--- config.mk ---
export PLATFORM = sky130hd
export DESIGN_NAME = sensor_pulse_frame_decoder_unit
export DESIGN_NICKNAME = d
export VERILOG_FILES = /design/src/rtl/spfd_pkg.sv /design/src/rtl/sensor_pulse_frame_decoder_unit.sv
export SDC_FILE = /design/constraint.sdc
export NUM_CORES = 1
export LEC_CHECK = 0
export ABC_AREA = 1
export BUFFER_PORTS_ARGS = -buffer_cell sky130_fd_sc_hd__buf_4
export CORE_ASPECT_RATIO = 0.9
export CORE_MARGIN = 3
export CORE_UTILIZATION = 35
export DETAILED_ROUTE_END_ITERATION = 16
export SETUP_SLACK_MARGIN = 0.5
export SYNTH_ARGS = -nofsm -noshare
export SYNTH_HDL_FRONTEND = slang
export SYNTH_SLANG_ARGS = --single-unit
--- constraint.sdc ---
create_clock -name clk -period 5.2 [get_ports clk]
set_input_delay 1.04 -clock clk [delete_from_list [all_inputs] [get_ports clk]]
set_output_delay 1.04 -clock clk [all_outputs]
set_load 0.01 [all_outputs]
--- src/rtl/spfd_pkg.sv ---
// ----------------------------------------------------------------------------
// spfd_pkg
// Types and constants for the sensor pulse frame decoder.
// ----------------------------------------------------------------------------
package spfd_pkg;

	typedef logic [2:0] status_t;
	typedef logic [5:0] count_t;
	typedef logic [2:0] reg_idx_t;

	localparam status_t ST_OK    = 3'd0;
	localparam status_t ST_UNDER = 3'd1;
	localparam status_t ST_OVER  = 3'd2;
	localparam status_t ST_NACK  = 3'd3;
	localparam status_t ST_BAD   = 3'd4;
	localparam status_t ST_SUM   = 3'd5;
	localparam status_t ST_NONE  = 3'd0;

	localparam count_t COUNT_SAT   = 6'd44;
	localparam count_t MIN_SYMBOLS = 6'd42;
	localparam count_t MAX_SYMBOLS = 6'd43;
	localparam count_t ACK_SYMBOL  = 6'd1;
	localparam count_t FIRST_DATA  = 6'd2;

	localparam int PADDR_W = 5;

	localparam reg_idx_t REG_SENSOR_KIND   = 3'd0;
	localparam reg_idx_t REG_ACK_MIN       = 3'd1;
	localparam reg_idx_t REG_ACK_MAX       = 3'd2;
	localparam reg_idx_t REG_BIT_LOW_MIN   = 3'd3;
	localparam reg_idx_t REG_BIT_LOW_MAX   = 3'd4;
	localparam reg_idx_t REG_BIT_HIGH_MIN  = 3'd5;
	localparam reg_idx_t REG_BIT_HIGH_MAX  = 3'd6;
	localparam reg_idx_t REG_ONE_THRESHOLD = 3'd7;

	localparam logic        RST_SENSOR_KIND   = 1'b1;
	localparam logic [15:0] RST_ACK_MIN       = 16'd130;
	localparam logic [15:0] RST_ACK_MAX       = 16'd180;
	localparam logic [14:0] RST_BIT_LOW_MIN   = 15'd40;
	localparam logic [14:0] RST_BIT_LOW_MAX   = 15'd60;
	localparam logic [14:0] RST_BIT_HIGH_MIN  = 15'd15;
	localparam logic [14:0] RST_BIT_HIGH_MAX  = 15'd90;
	localparam logic [14:0] RST_ONE_THRESHOLD = 15'd40;

endpackage

--- src/rtl/sensor_pulse_frame_decoder_unit.sv ---
// ----------------------------------------------------------------------------
// sensor_pulse_frame_decoder_unit
// Decodes a 40-bit pulse-width sensor frame into status, humidity and
// temperature, one captured symbol per transaction.
// ----------------------------------------------------------------------------
// Channel | Direction | Handshake          | Payload
// in      | sink      | in_valid/in_stall  | low_time, high_time, frame_end
// out     | source    | out_valid/out_stall| frame_status, humidity_tenths,
//         |           |                    | temperature_tenths
// cfg     | sink      | APB, pready tied 1 | 8 registers at 4*i
//
// One symbol per cycle unless a stalled result holds the input. A symbol waits in
// the input register, and a final symbol's frame result is registered as it leaves.
// Reset returns registers to defaults and clears the frame state.
// A stalled result only holds up a final symbol; other symbols keep flowing.
// ----------------------------------------------------------------------------
module sensor_pulse_frame_decoder_unit #(
	parameter int DURATION_BITS = 15
) (
	input  logic                            clk,
	input  logic                            arst_n,
	input  logic                            in_valid,
	output logic                            in_stall,
	input  logic [DURATION_BITS-1:0]        low_time,
	input  logic [DURATION_BITS-1:0]        high_time,
	input  logic                            frame_end,
	output logic                            out_valid,
	input  logic                            out_stall,
	output logic [2:0]                      frame_status,
	output logic [15:0]                     humidity_tenths,
	output logic signed [15:0]              temperature_tenths,
	input  logic                            psel,
	input  logic                            penable,
	input  logic                            pwrite,
	input  logic [spfd_pkg::PADDR_W-1:0]    paddr,
	input  logic [31:0]                     pwdata,
	output logic [31:0]                     prdata,
	output logic                            pready
);

	// configuration
	logic        sensor_kind_q;
	logic [15:0] ack_min_q;
	logic [15:0] ack_max_q;
	logic [14:0] bit_low_min_q;
	logic [14:0] bit_low_max_q;
	logic [14:0] bit_high_min_q;
	logic [14:0] bit_high_max_q;
	logic [14:0] one_threshold_q;

	spfd_pkg::reg_idx_t reg_idx;
	logic               cfg_wr;

	assign pready  = 1'b1;
	assign reg_idx = paddr[spfd_pkg::PADDR_W-1:2];
	assign cfg_wr  = psel & penable & pwrite & pready;

	always_ff @(posedge clk or negedge arst_n) begin
		if (!arst_n) begin
			sensor_kind_q   <= spfd_pkg::RST_SENSOR_KIND;
			ack_min_q       <= spfd_pkg::RST_ACK_MIN;
			ack_max_q       <= spfd_pkg::RST_ACK_MAX;
			bit_low_min_q   <= spfd_pkg::RST_BIT_LOW_MIN;
			bit_low_max_q   <= spfd_pkg::RST_BIT_LOW_MAX;
			bit_high_min_q  <= spfd_pkg::RST_BIT_HIGH_MIN;
			bit_high_max_q  <= spfd_pkg::RST_BIT_HIGH_MAX;
			one_threshold_q <= spfd_pkg::RST_ONE_THRESHOLD;
		end else if (cfg_wr) begin
			unique case (reg_idx)
				spfd_pkg::REG_SENSOR_KIND:   sensor_kind_q   <= pwdata[0];
				spfd_pkg::REG_ACK_MIN:       ack_min_q       <= pwdata[15:0];
				spfd_pkg::REG_ACK_MAX:       ack_max_q       <= pwdata[15:0];
				spfd_pkg::REG_BIT_LOW_MIN:   bit_low_min_q   <= pwdata[14:0];
				spfd_pkg::REG_BIT_LOW_MAX:   bit_low_max_q   <= pwdata[14:0];
				spfd_pkg::REG_BIT_HIGH_MIN:  bit_high_min_q  <= pwdata[14:0];
				spfd_pkg::REG_BIT_HIGH_MAX:  bit_high_max_q  <= pwdata[14:0];
				spfd_pkg::REG_ONE_THRESHOLD: one_threshold_q <= pwdata[14:0];
				default: ;
			endcase
		end
	end

	always_comb begin
		unique case (reg_idx)
			spfd_pkg::REG_SENSOR_KIND:   prdata = {31'd0, sensor_kind_q};
			spfd_pkg::REG_ACK_MIN:       prdata = {16'd0, ack_min_q};
			spfd_pkg::REG_ACK_MAX:       prdata = {16'd0, ack_max_q};
			spfd_pkg::REG_BIT_LOW_MIN:   prdata = {17'd0, bit_low_min_q};
			spfd_pkg::REG_BIT_LOW_MAX:   prdata = {17'd0, bit_low_max_q};
			spfd_pkg::REG_BIT_HIGH_MIN:  prdata = {17'd0, bit_high_min_q};
			spfd_pkg::REG_BIT_HIGH_MAX:  prdata = {17'd0, bit_high_max_q};
			spfd_pkg::REG_ONE_THRESHOLD: prdata = {17'd0, one_threshold_q};
			default:                     prdata = 32'd0;
		endcase
	end

	// input register
	logic                     vld_s1;
	logic [DURATION_BITS-1:0] low_s1;
	logic [DURATION_BITS-1:0] high_s1;
	logic                     end_s1;
	logic                     adv;
	logic                     out_valid_q;

	assign adv      = vld_s1 & ~(end_s1 & out_valid_q & out_stall);
	assign in_stall = vld_s1 & ~adv;

	always_ff @(posedge clk or negedge arst_n) begin
		if (!arst_n) begin
			vld_s1 <= 1'b0;
		end else if (!in_stall) begin
			vld_s1 <= in_valid;
		end
	end

	always_ff @(posedge clk) begin
		if (!in_stall && in_valid) begin
			low_s1  <= low_time;
			high_s1 <= high_time;
			end_s1  <= frame_end;
		end
	end

	// frame state
	spfd_pkg::count_t  count_q;
	logic [39:0]       shift_q;
	spfd_pkg::status_t err_q;

	logic [15:0] lo_w;
	logic [15:0] hi_w;
	logic [16:0] ack_sum;
	logic        ack_bad;
	logic        bit_bad;
	logic        is_data;

	spfd_pkg::count_t  count_nx;
	logic [39:0]       shift_nx;
	spfd_pkg::status_t err_nx;

	assign lo_w    = 16'(low_s1);
	assign hi_w    = 16'(high_s1);
	assign ack_sum = 17'(lo_w) + 17'(hi_w);
	assign ack_bad = (ack_sum < {1'b0, ack_min_q}) || (ack_sum > {1'b0, ack_max_q});
	assign bit_bad = (lo_w < {1'b0, bit_low_min_q}) || (lo_w > {1'b0, bit_low_max_q})
		|| (hi_w < {1'b0, bit_high_min_q}) || (hi_w > {1'b0, bit_high_max_q});
	assign is_data = (count_q >= spfd_pkg::FIRST_DATA) && (count_q < spfd_pkg::MIN_SYMBOLS);

	always_comb begin
		err_nx   = err_q;
		shift_nx = shift_q;
		if (count_q == spfd_pkg::ACK_SYMBOL) begin
			if (ack_bad && err_q == spfd_pkg::ST_NONE)
				err_nx = spfd_pkg::ST_NACK;
		end else if (is_data && err_q == spfd_pkg::ST_NONE) begin
			if (bit_bad)
				err_nx = spfd_pkg::ST_BAD;
			else
				shift_nx = {shift_q[38:0], hi_w > {1'b0, one_threshold_q}};
		end
		count_nx = (count_q < spfd_pkg::COUNT_SAT) ? count_q + 6'd1 : count_q;
	end

	// frame result
	logic [7:0]        b0, b1, b2, b3, b4;
	logic [7:0]        csum;
	logic [14:0]       mag;
	spfd_pkg::status_t status_nx;
	logic [15:0]       hum_nx;
	logic [15:0]       temp_nx;

	assign b0   = shift_nx[39:32];
	assign b1   = shift_nx[31:24];
	assign b2   = shift_nx[23:16];
	assign b3   = shift_nx[15:8];
	assign b4   = shift_nx[7:0];
	assign csum = b0 + b1 + b2 + b3;
	assign mag  = {b2[6:0], b3};

	always_comb begin
		hum_nx  = 16'd0;
		temp_nx = 16'd0;
		if (count_nx < spfd_pkg::MIN_SYMBOLS) begin
			status_nx = spfd_pkg::ST_UNDER;
		end else if (count_nx > spfd_pkg::MAX_SYMBOLS) begin
			status_nx = spfd_pkg::ST_OVER;
		end else if (err_nx != spfd_pkg::ST_NONE) begin
			status_nx = err_nx;
		end else if (csum != b4) begin
			status_nx = spfd_pkg::ST_SUM;
		end else begin
			status_nx = spfd_pkg::ST_OK;
			if (sensor_kind_q) begin
				hum_nx  = {b0, b1};
				temp_nx = b2[7] ? 16'd0 - {1'b0, mag} : {1'b0, mag};
			end else begin
				hum_nx  = 16'(b0) * 16'd10;
				temp_nx = 16'(b2) * 16'd10;
			end
		end
	end

	always_ff @(posedge clk or negedge arst_n) begin
		if (!arst_n) begin
			count_q <= '0;
			shift_q <= '0;
			err_q   <= spfd_pkg::ST_NONE;
		end else if (adv) begin
			if (end_s1) begin
				count_q <= '0;
				shift_q <= '0;
				err_q   <= spfd_pkg::ST_NONE;
			end else begin
				count_q <= count_nx;
				shift_q <= shift_nx;
				err_q   <= err_nx;
			end
		end
	end

	// result register
	spfd_pkg::status_t status_q;
	logic [15:0]       hum_q;
	logic [15:0]       temp_q;

	always_ff @(posedge clk or negedge arst_n) begin
		if (!arst_n) begin
			out_valid_q <= 1'b0;
		end else if (adv && end_s1) begin
			out_valid_q <= 1'b1;
		end else if (!out_stall) begin
			out_valid_q <= 1'b0;
		end
	end

	always_ff @(posedge clk) begin
		if (adv && end_s1) begin
			status_q <= status_nx;
			hum_q    <= hum_nx;
			temp_q   <= temp_nx;
		end
	end

	assign out_valid          = out_valid_q;
	assign frame_status       = status_q;
	assign humidity_tenths    = hum_q;
	assign temperature_tenths = temp_q;

endmodule

# ---- Word-level counts from Yosys, hierarchy flattened
# Index checks and enable logic that the tools add are counted.
dict set report word_totals {
  output_inout_bits 70
  register_bits 225
}
dict set report op_classes {
  muxes 20
  bitwise 10
  order_cmp 12
  eq_ne 10
  reduce_logical 25
  n_addsub 6
  mul 2
}
# op n
set op_table {}
lappend op_table {{$pmux 32 s8} 1}
lappend op_table {{$mux 40} 4}
lappend op_table {{$gt 15x15->1} 3}
lappend op_table {{$lt 15x15->1} 2}
lappend op_table {{$add 8x8->8} 3}
lappend op_table {{$mux 12} 2}
lappend op_table {{$mul 8x3->11 const B} 2}
lappend op_table {{$mux 3} 7}
lappend op_table {{$lt 6x6->1 const B} 3}
lappend op_table {{$add 15x15->16} 1}
lappend op_table {{$gt 16x16->1} 1}
lappend op_table {{$lt 16x16->1} 1}
lappend op_table {{$reduce_and 2->1} 8}
lappend op_table {{$sub 1x15->16 const A} 1}
lappend op_table {{$mux 15} 1}
lappend op_table {{$eq 3x3->1 const B} 4}
lappend op_table {{$mux 6} 2}
lappend op_table {{$ne 8x8->1} 1}
lappend op_table {{$add 6x1->6 const B} 1}
lappend op_table {{$and 1x1->1} 6}
lappend op_table {{$eq 3x2->1 const B} 2}
lappend op_table {{$eq 6x1->1 const B} 1}
lappend op_table {{$ge 6x2->1 const B} 1}
lappend op_table {{$gt 6x6->1 const B} 1}
lappend op_table {{other kinds (14)} 26}

# ---- Depth between registers and ports, before layout
# Gate-level depths: netlist of run 1.
dict set report logic_depth {
  word_depth 14
  depth_mapped 39
}

# ---- Worst setup path before layout of run 1
# OpenSTA, ideal clock, no wires.
dict set report synth_path {
  path_kind {register to register}
  start {register bit_high_max_q[6]}
  end {register hum_q[6] (netlist: humidity_tenths[6]) (data pin)}
  arrival_time_ps 5246
  synth_period_minus_slack_ps 5507
  required_time_ps 4939
  stages_incl_launch_ff 33
  path_slack_ps -307
  path_cell_list {dfstp_2 inv_1 ha_1 nand2_1 nor2_1 nand2_1 nand2_1 nand2_1 a21oi_1 nor2_4 nand2_2 buf_2 buf_4 clkbuf_1 o21ai_0 fa_1 inv_1 fa_1 ha_1 inv_1 fa_1 o21ai_0 a21o_1 a21oi_1 xor2_1 inv_1 nand2_1 nand2_1 nand2_1 nand2_1 nand3_2 buf_6 a21oi_2}
}
dict set report synth_between {
  elab_chain_cells 10
}
# item line
set synth_lines {}
lappend synth_lines {{from (decl)} sensor_pulse_frame_decoder_unit.sv:48} ;# logic [14:0] bit_high_max_q;
lappend synth_lines {{from (signal assigned)} sensor_pulse_frame_decoder_unit.sv:66} ;# bit_high_max_q <= spfd_pkg::RST_BIT_HIGH_MAX;
lappend synth_lines {{from (signal assigned)} sensor_pulse_frame_decoder_unit.sv:76} ;# spfd_pkg::REG_BIT_HIGH_MAX: bit_high_max_q <= pwdata[14:0];
lappend synth_lines {{$gt 15x15->1 *} sensor_pulse_frame_decoder_unit.sv:145} ;# || (hi_w < {1'b0, bit_high_min_q}) || (hi_w > {1'b0, bit_high_max_q});
lappend synth_lines {{$logic_or 1x1->1 *} sensor_pulse_frame_decoder_unit.sv:145}
lappend synth_lines {{$mux 40} sensor_pulse_frame_decoder_unit.sv:155} ;# if (bit_bad)
lappend synth_lines {{$mux 40} sensor_pulse_frame_decoder_unit.sv:154} ;# end else if (is_data && err_q == spfd_pkg::ST_NONE) begin
lappend synth_lines {{$mux 40} sensor_pulse_frame_decoder_unit.sv:151} ;# if (count_q == spfd_pkg::ACK_SYMBOL) begin
lappend synth_lines {{$add 8x8->8 (3 in a row)} sensor_pulse_frame_decoder_unit.sv:176} ;# assign csum = b0 + b1 + b2 + b3;
lappend synth_lines {{$ne 8x8->1} sensor_pulse_frame_decoder_unit.sv:188} ;# end else if (csum != b4) begin
lappend synth_lines {{$reduce_or 4->1 (no line)} -}
lappend synth_lines {{to (signal assigned)} sensor_pulse_frame_decoder_unit.sv:238} ;# hum_q <= hum_nx;
lappend synth_lines {{to (decl)} sensor_pulse_frame_decoder_unit.sv:222} ;# logic [15:0] hum_q;
# Every way passes the cells marked *; elsewhere a longest branch is shown, timed or not.
# A chain may end at the register's enable or synchronous reset.

# ---- Worst setup path in the final report of run 1
dict set report layout_path {
  start {register low_s1[14]}
  end {register temp_q[1] (netlist: temperature_tenths[1]) (data pin)}
}
dict set report layout_between {
  elab_chain_cells 12
}
# item line
set layout_lines {}
lappend layout_lines {{from (decl)} sensor_pulse_frame_decoder_unit.sv:99} ;# logic [DURATION_BITS-1:0] low_s1;
lappend layout_lines {{from (signal assigned)} sensor_pulse_frame_decoder_unit.sv:118} ;# low_s1 <= low_time;
lappend layout_lines {{$lt 15x15->1 or $gt 15x15->1 (tied branches)} sensor_pulse_frame_decoder_unit.sv:144} ;# assign bit_bad = (lo_w < {1'b0, bit_low_min_q}) || (lo_w > {1'b0, bit_low_max_q})
lappend layout_lines {{$logic_or 1x1->1} sensor_pulse_frame_decoder_unit.sv:144}
lappend layout_lines {{$logic_or 1x1->1 (2 in a row)} sensor_pulse_frame_decoder_unit.sv:145}
lappend layout_lines {{$mux 40} sensor_pulse_frame_decoder_unit.sv:155}
lappend layout_lines {{$mux 40} sensor_pulse_frame_decoder_unit.sv:154}
lappend layout_lines {{$mux 40} sensor_pulse_frame_decoder_unit.sv:151}
lappend layout_lines {{$add 8x8->8 (3 in a row)} sensor_pulse_frame_decoder_unit.sv:176}
lappend layout_lines {{$ne 8x8->1} sensor_pulse_frame_decoder_unit.sv:188}
lappend layout_lines {{$reduce_or 4->1 (no line)} -}
lappend layout_lines {{to (signal assigned)} sensor_pulse_frame_decoder_unit.sv:239} ;# temp_q <= temp_nx;
lappend layout_lines {{to (decl)} sensor_pulse_frame_decoder_unit.sv:223} ;# logic [15:0] temp_q;
# Several ways; a longest one is shown, not always the timed one.

==> metrics.log, run 1 <==
[metrics] via count: 13,300
[metrics] leakage power of the design: 9.48 nW
[metrics] cell area reported after detailed placement: 17,300 um^2
[metrics] # nets final: 2,335
[metrics] hold wc startpoint: bit_low_min_q[14]
[metrics] Post-synth ARST share: 70.7%
[metrics] clock slew at reported path FFs: 0.06 ns
[metrics] CP startpoint kind: flop
[metrics] Setup WS pre-CTS: -0.424 ns
[metrics] Final Worst Setup Slack: -0.388 ns
[metrics] delay of the slowest cell on the worst path: 0.46 ns
[metrics] post-route insts no fill: 2,654
[metrics] Util after Layout: 46.4%
[metrics] Cells after Synth: 1,789
[metrics] critical register-to-register path endpoint: temperature_tenths[1]
[metrics] Post-Route Skew: 0.0241 ns
[metrics] Placeable Area: 41,200 um^2
[metrics] clock net sink count: 225
[metrics] sequential element share of the synthesized area: 40.4%
[metrics] number of buffers between clock root and the deepest sink: 3
[metrics] Avg WL per Cell: 17.0 um
[metrics] remaining antenna violation count after routing: 0
[metrics] post-synth top area share: 23.0%
[metrics] average vias per placed instance: 5.01
[metrics] layout cell share with drive strength beyond 1: 23.7%
[metrics] TritonCTS Buffers: 29
[metrics] initial core utilization: 36.0%
[metrics] instance count after placement with tap cells included: 2,542
[metrics] Worst Hold Path EP: bit_low_min_q[14]
[metrics] Setup-failing EPs final: 34
[metrics] CTS root buf: sky130_fd_sc_hd__clkbuf_16
[metrics] largest net degree at the start of global routing: 101
[metrics] number of design rule violations left after detail routing: 0
[metrics] Worst Setup End Kind: flop
[metrics] total routed wirelength: 45,100 um
[metrics] largest area contributor in the netlist: sky130_fd_sc_hd__dfrtp_1
[metrics] worst slew margin relative to its limit: 19.0%
[metrics] global placer's final weighted congestion: 0.938
[metrics] HPWL reported at the end of detailed placement: 32,800 um
[metrics] Final Instance Area: 19,100 um^2
[metrics] synthesized area per cell: 8.28 um^2
[metrics] Hold Crit Class: reg -> reg
[metrics] CTS tree: done
[metrics] f_max: 179 MHz
[metrics] quantity of hold-fixing buffers added after cts: 0
[metrics] distinct cell type count of the synthesized netlist: 51
[metrics] Warnings, synthesis: 0
[metrics] 1st-iter DRT viols: 1,003
[metrics] leading post-synthesis cells by cell area: sky130_fd_sc_hd__dfrtp_1 (23%), sky130_fd_sc_hd__edfxtp_1 (13%), sky130_fd_sc_hd__ha_1 (13%)
[metrics] layout overhead on the synthesized area: 29.0%
[metrics] Worst EP required: 5.51 ns
[metrics] P per Cell Area: 334 nW/um^2
[metrics] Worst Max-Slew Pin Slew: 1.21 ns
[metrics] Crit path arrival time: 5.90 ns
[metrics] All-Layer GR Usage: 19.8%
[metrics] num ports: 145
[metrics] cell repeated most along the worst path: sky130_fd_sc_hd__buf_4
[metrics] result of the run: finished, violations left
[metrics] number of search-and-repair iterations in the first detailed-routing pass: 5
[metrics] Port Buffer Count: 109
[metrics] global route overflow: 0
[metrics] height of the die: 201 um
[metrics] Final period util: 107%
[metrics] initial antenna violation count: 2
[metrics] biggest fanout along the worst timing path: 5
[metrics] clock period minus final worst setup slack: 5.59 ns
[metrics] number of flops mapped to enable cells by yosys: 66
[metrics] FF-to-FF Start: low_s1[14]
[metrics] number of global-route vias before repair: 13,200
[metrics] worst IR drop on VDD: 0.300 mV
[metrics] unrepaired setup endpoints after global routing: yes
[metrics] commonest cells in the synthesized netlist: sky130_fd_sc_hd__nand2_1 (393), sky130_fd_sc_hd__inv_1 (285), sky130_fd_sc_hd__o21ai_0 (157)
[metrics] overall die area: 44,800 um^2
[metrics] worst-path cell with the longest stage delay: sky130_fd_sc_hd__edfxtp_1
[metrics] standard-cell rows: 70
[metrics] dominant synthesized flop cell: sky130_fd_sc_hd__dfrtp_1
[metrics] final hold viol count: 0
[metrics] latest clock arrival within the worst-skew pair: 0.57 ns
[metrics] post-synth design cell area: 14,800 um^2
[metrics] kind of critical path: reg -> reg
[metrics] post-synthesis sequential element count: 225
[metrics] width of the chip: 223 um
[metrics] cell with the most instances after synthesis: sky130_fd_sc_hd__nand2_1
[metrics] worst reg2reg path depth: 38
[metrics] max cap viols: 0
[metrics] cell count of the worst hold path: 2
[metrics] FILL cells: 3,966
[metrics] global-route wire length before repair: 71,400 um
[metrics] setup tns final: -10.83 ns
[metrics] violations in the final reports: negative setup slack
[metrics] Max Slew Vio Count: 0
[metrics] H-Tree Level Count: 1
[metrics] worst reg2reg setup slack: -0.39 ns
-- placed cells by master (no fill, tap or decap), types with 9 or more instances in the layout --
master                      synthesis  routed
sky130_fd_sc_hd__clkbuf_1          42      12
sky130_fd_sc_hd__nand3_1           62      59
sky130_fd_sc_hd__ha_1             154     144
sky130_fd_sc_hd__nor2_1            93      82
sky130_fd_sc_hd__nor3_1            23      22
sky130_fd_sc_hd__conb_1             2      17
sky130_fd_sc_hd__edfxtp_1          66      66
sky130_fd_sc_hd__dfrtp_1          136     136
sky130_fd_sc_hd__buf_4             19     306
sky130_fd_sc_hd__xor2_1            20      20
sky130_fd_sc_hd__inv_2              5      11
sky130_fd_sc_hd__o21ai_1            6      10
sky130_fd_sc_hd__a21oi_1           90      79
sky130_fd_sc_hd__o21ai_0          157     147
sky130_fd_sc_hd__nand2_1          393     372
sky130_fd_sc_hd__fa_1              16      15
sky130_fd_sc_hd__o22ai_1           69      68
sky130_fd_sc_hd__dfstp_2           23      23
sky130_fd_sc_hd__a21oi_2           12      23
sky130_fd_sc_hd__nor2_2             2       9
sky130_fd_sc_hd__nand2_2            2      17
sky130_fd_sc_hd__o21ai_4            3      11
sky130_fd_sc_hd__inv_1            285     279
sky130_fd_sc_hd__nand4_1           17      17
sky130_fd_sc_hd__clkbuf_16          0      29
-- state kept, by name, indices dropped and copies added, names as in the netlist --
register            cells
shift_q                40
ack_max_q              16
ack_min_q              16
humidity_tenths        16
temperature_tenths     16
bit_high_max_q         15
bit_high_min_q         15
bit_low_max_q          15
bit_low_min_q          15
high_s1                15
low_s1                 15
one_threshold_q        15
count_q                 6
err_q                   3
frame_status            3
end_s1                  1
out_valid               1
sensor_kind_q           1
vld_s1                  1
-- where the power goes --
group | total (W) | internal [W] | switching [W]
clock network | 0.00195 | 0.00114 | 0.000817
logic | 0.00220 | 0.000934 | 0.00127
registers | 0.00223 | 0.00207 | 0.000157
total | 0.00638 | 0.00414 | 0.00224
-- worst max-delay path by stage --
stage                          start                endpoint  cells after the start
CTS                       low_s1[11]     humidity_tenths[12]                     29
global route              low_s1[14]  temperature_tenths[12]                     33
finish                    low_s1[14]   temperature_tenths[1]                     38
floorplan           bit_low_max_q[4]      humidity_tenths[6]                     35
global placement          low_s1[14]     humidity_tenths[15]                     31
detailed placement        low_s1[14]     humidity_tenths[15]                     30
-- critical path, delay by kind of cell, from the launching register on --
kind | cells | cell delay, ns
compound gates | 3 | 0.48
fa+ha+maj | 1 | 0.26
buf+inv | 25 | 3.12
flops | 1 | 0.46
simple gates | 9 | 1.00
-- metrics by stage --
step / total power (W) / hold slack (ns)
final: 0.00638 / 0.479
after CTS: 0.00633 / 0.487
after global placement: 0.00420 / 0.469
after detailed placement: 0.00425 / 0.474
after floorplan: 0.00349 / 0.453
after global routing: 0.00682 / 0.508
-- logic make-up after synthesis --
logic type / after synthesis / synth area share (%)
XOR/XNOR: 22 / 1.30
buffers and inverters: 362 / 9.94
AND/OR/NAND/NOR: 609 / 17.2
other: 2 / 0.0507
AO/OA/AOI/OAI: 399 / 15.9
flip-flops: 225 / 40.4
adder cells (fa/ha/maj): 170 / 15.2
-- layer usage --
metal	up-vias	wire (um)	share of wire, %	global-route usage (%)
met5	-	0	0	0
met4	0	1640	3.6	6.70
met3	96	2560	5.7	3.27
met2	406	19400	43	29.6
met1	6253	21500	48	28.9
li1	6545	-	-	-
-- what timing repair did --
| item | 4_1_cts | 5_1_grt |
|---|---|---|
| setup buffers | 45 | 9 |
| pin swaps | 12 | 14 |
| hold endpoints to repair | 0 | 0 |
| setup endpoints to repair | 34 | 37 |
| gates resized for setup | 41 | 47 |
| cloned | 3 | 0 |
-- final cells by class --
cell class | instances | area, um^2 | share of cell area (%)
Timing Repair Buffer | 325 | 2620 | 13.7
Antenna cell | 2 | 5.00 | 0.0262
Multi-Input combinational cell | 1217 | 7820 | 40.9
Tap cell | 540 | 676 | 3.54
Clock buffer | 45 | 826 | 4.32
Inverter | 292 | 1100 | 5.74
Clock inverter | 8 | 73.8 | 0.386
Sequential cell | 225 | 5990 | 31.4
Power figures use the tool's default switching activity.
==> inputs of run 2 (changes only) <==
==> constraint.sdc (replaced) <==
create_clock -name clk -period 5.7 [get_ports clk]
set_input_delay 1.14 -clock clk [delete_from_list [all_inputs] [get_ports clk]]
set_output_delay 1.14 -clock clk [all_outputs]
set_load 0.01 [all_outputs]
==> run 2 against run 1 <==
- the run now ends clean
- count of clock-buffer cells in the layout is 2 lower
- hold slack better by 0.0030 ns
- flip-flop and latch count stayed put
- final area is 3.6% lower
- register-to-register slack better by 0.56 ns
- core utilization is 1.7 points lower
- cell count is 4.8% lower
- clock power is 5% lower
- critical endpoint is now temperature_tenths[12]
==> metrics.log, run 2 (synthesized netlist as in run 1, its figures left out) <==
[metrics] TritonCTS Buffers: 28 (-3.4%)
[metrics] combinational power share: 33.9% (-0.5 points)
[metrics] number of search-and-repair iterations in the first detailed-routing pass: 6 (+1)
[metrics] Largest Register: shift_q
[metrics] post-route insts no fill: 2,526 (-4.8%)
[metrics] CP startpoint kind: flop
[metrics] quantity of hold-fixing buffers added after cts: 0 (unchanged)
[metrics] CTS tree: done
[metrics] width of the chip: 223 um (unchanged)
[metrics] leakage power of the design: 8.91 nW (-6.0%)
[metrics] final hold viol count: 0 (unchanged)
[metrics] kind of critical path: reg -> reg
[metrics] num ports: 145 (unchanged)
[metrics] remaining antenna violation count after routing: 0 (unchanged)
[metrics] global-route wire length before repair: 68,300 um (-4.3%)
[metrics] reported net switching power: 0.00207 W (-7.5%)
[metrics] Final period util: 96.9% (-11 points)
[metrics] number of design rule violations left after detail routing: 0 (unchanged)
[metrics] internal portion of total power: 0.00382 W (-7.7%)
[metrics] FILL cells: 3,983 (+0.43%)
[metrics] Avg WL per Cell: 17.4 um (+2.4%)
[metrics] instance count after placement with tap cells included: 2,427 (-4.5%)
[metrics] H-Tree Level Count: 1 (unchanged)
[metrics] Sw Share: 35.1% (+0.061 points)
[metrics] most frequent standard cell in the layout excluding fill and tap cells: sky130_fd_sc_hd__nand2_1
[metrics] result of the run: completed
[metrics] max cap viols: 0 (unchanged)
[metrics] max FFs per register: 40 (unchanged)
[metrics] Worst Max-Slew Pin Slew: 1.14 ns (-0.0692 ns)
[metrics] largest net degree at the start of global routing: 84 (-17%)
[metrics] cell repeated most along the worst path: sky130_fd_sc_hd__buf_12
[metrics] relative contribution of the clock network to total power: 31.4% (+0.8 points)
[metrics] average vias per placed instance: 5.10 (+1.7%)
[metrics] Max Slew Vio Count: 0 (unchanged)
[metrics] Worst EP required: 6.11 ns (+0.60 ns)
[metrics] clock period minus final worst setup slack: 5.52 ns (-0.0650 ns)
[metrics] layout overhead on the synthesized area: 24.4%
[metrics] latest clock arrival within the worst-skew pair: 0.57 ns (about the same)
[metrics] 1st-iter DRT viols: 999 (-0.40%)
[metrics] worst reg2reg setup slack: 0.18 ns (+0.56 ns)
[metrics] worst-path cell with the longest stage delay: sky130_fd_sc_hd__fa_1
[metrics] biggest fanout along the worst timing path: 7 (+2)
[metrics] number of global-route vias before repair: 12,400 (-5.5%)
[metrics] Setup WS pre-CTS: 0.0480 ns (+0.472 ns)
[metrics] Worst Setup End Kind: flop
[metrics] most frequent cells in the layout: sky130_fd_sc_hd__nand2_1 (373), sky130_fd_sc_hd__inv_1 (278), sky130_fd_sc_hd__buf_4 (174), sky130_fd_sc_hd__o21ai_0 (149), sky130_fd_sc_hd__ha_1 (137)
[metrics] height of the die: 201 um (unchanged)
[metrics] All-Layer GR Usage: 19.0% (-0.77 points)
[metrics] total power: 0.00590 W (-7.6%)
[metrics] global route overflow: 0 (unchanged)
[metrics] unrepaired setup endpoints after global routing: yes
[metrics] worst slew margin relative to its limit: 23.6% (+4.6 points)
[metrics] layout cell share with drive strength beyond 1: 19.7% (-4.1 points)
[metrics] f_max: 181 MHz (+1.2%)
[metrics] global placer's final weighted congestion: 0.929 (-0.96%)
[metrics] clock net sink count: 225 (unchanged)
[metrics] Final Worst Setup Slack: 0.177 ns (+0.565 ns)
[metrics] CTS root buf: sky130_fd_sc_hd__clkbuf_16
[metrics] via count: 12,900 (-3.2%)
[metrics] HPWL reported at the end of detailed placement: 31,700 um (-3.6%)
[metrics] total routed wirelength: 43,900 um (-2.5%)
[metrics] sequential share of power: 34.6% (-0.4 points)
[metrics] Hold Crit Class: reg -> reg
[metrics] Crit path arrival time: 5.93 ns (+0.03 ns)
[metrics] # nets final: 2,207 (-5.5%)
[metrics] Min Hold Slack: 0.482 ns (+0.00295 ns)
[metrics] initial antenna violation count: 2 (unchanged)
[metrics] initial core utilization: 36.0% (unchanged)
[metrics] delay of the slowest cell on the worst path: 0.51 ns (+0.05 ns)
[metrics] clock slew at reported path FFs: 0.06 ns (about the same)
[metrics] Port Buffer Count: 109 (unchanged)
[metrics] Post-Route Skew: 0.0136 ns (-0.0105 ns)
[metrics] number of buffers between clock root and the deepest sink: 3 (unchanged)
[metrics] standard-cell rows: 70 (unchanged)
[metrics] worst IR drop on VDD: 0.228 mV (-24%)
[metrics] P per Cell Area: 320 nW/um^2 (-4.2%)
[metrics] overall die area: 44,800 um^2 (unchanged)
[metrics] Setup-failing EPs final: 0 (-100%)
[metrics] setup tns final: 0 ns (+10.83 ns)
[metrics] Placeable Area: 41,200 um^2 (unchanged)
[run 2: cell types whose count changed in the layout (fill, tap and decap cells not counted), sizes merged]
cell and delta:
nand3 +2, bufbuf +1, clkbuf -2, clkinvlp +2, bufinv +2, buf -131, nand4 +1, inv -3
[run 2: through the flow]
stage | util, % | area, um^2
after floorplan | - | 14900
after global placement | 39.9 | 16400
after detailed placement | 39.9 | 16400
after CTS | 43.8 | 18000
after global routing | 44.7 | 18400
final | 44.7 | 18400
[run 2: layout make-up]
| type | instances | area (um^2) | area share (%) |
|---|---|---|---|
| Clock inverter | 9 | 124 | 0.673 |
| Inverter | 292 | 1100 | 5.95 |
| Sequential cell | 225 | 5990 | 32.5 |
| Clock buffer | 43 | 818 | 4.44 |
| Tap cell | 540 | 676 | 3.67 |
| Antenna cell | 2 | 5.00 | 0.0272 |
| Multi-Input combinational cell | 1220 | 7990 | 43.4 |
| Timing Repair Buffer | 195 | 1720 | 9.32 |
[run 2: worst max-delay path: cells and delay by family (launching register included)]
kind            cells  cell delay (ns)
compound gates      5             0.69
xor+xnor            1             0.22
fa+ha+maj           4             1.63
buf+inv             5             0.74
flops               1             0.46
simple gates       12             1.59
[run 2: repair_timing]
item / 4_1_cts / 5_1_grt
cloned: 7 / 1
setup endpoints to repair: 34 / 34
pin swaps: 9 / 27
resized for setup: 63 / 50
buffers inserted: 22 / 15
[run 2: power by group through the flow]
| stage | logic, W | clock network [W] | registers, W |
|---|---|---|---|
| after floorplan | 0.00117 | 0 | 0.00201 |
| after global placement | 0.00159 | 0 | 0.00206 |
| final | 0.00200 | 0.00185 | 0.00204 |
| after CTS | 0.00188 | 0.00189 | 0.00204 |
| after detailed placement | 0.00163 | 0 | 0.00207 |
| after global routing | 0.00225 | 0.00195 | 0.00207 |
[run 2: worst paths after layout]
kind / from / end / cells past startpoint
max in group asynchronous: arst_n / bit_low_max_q[14] / 2
setup / recovery: low_s1[13] / temperature_tenths[12] / 27
hold / removal: bit_low_max_q[12] / bit_low_max_q[12] / 2
setup reg to reg: low_s1[13] / temperature_tenths[12] / 27
min in group asynchronous: arst_n / ack_max_q[13] / 1
hold reg to reg: bit_low_max_q[12] / bit_low_max_q[12] / 2
[run 2: metal layers]
metal / up-vias / part of all wire [%] / track usage, %
met5: - / 0 / 0
met4: 0 / 2.7 / 5.22
met3: 65 / 4.8 / 2.00
met2: 329 / 44 / 29.3
met1: 6170 / 49 / 28.3
li1: 6311 / - / -
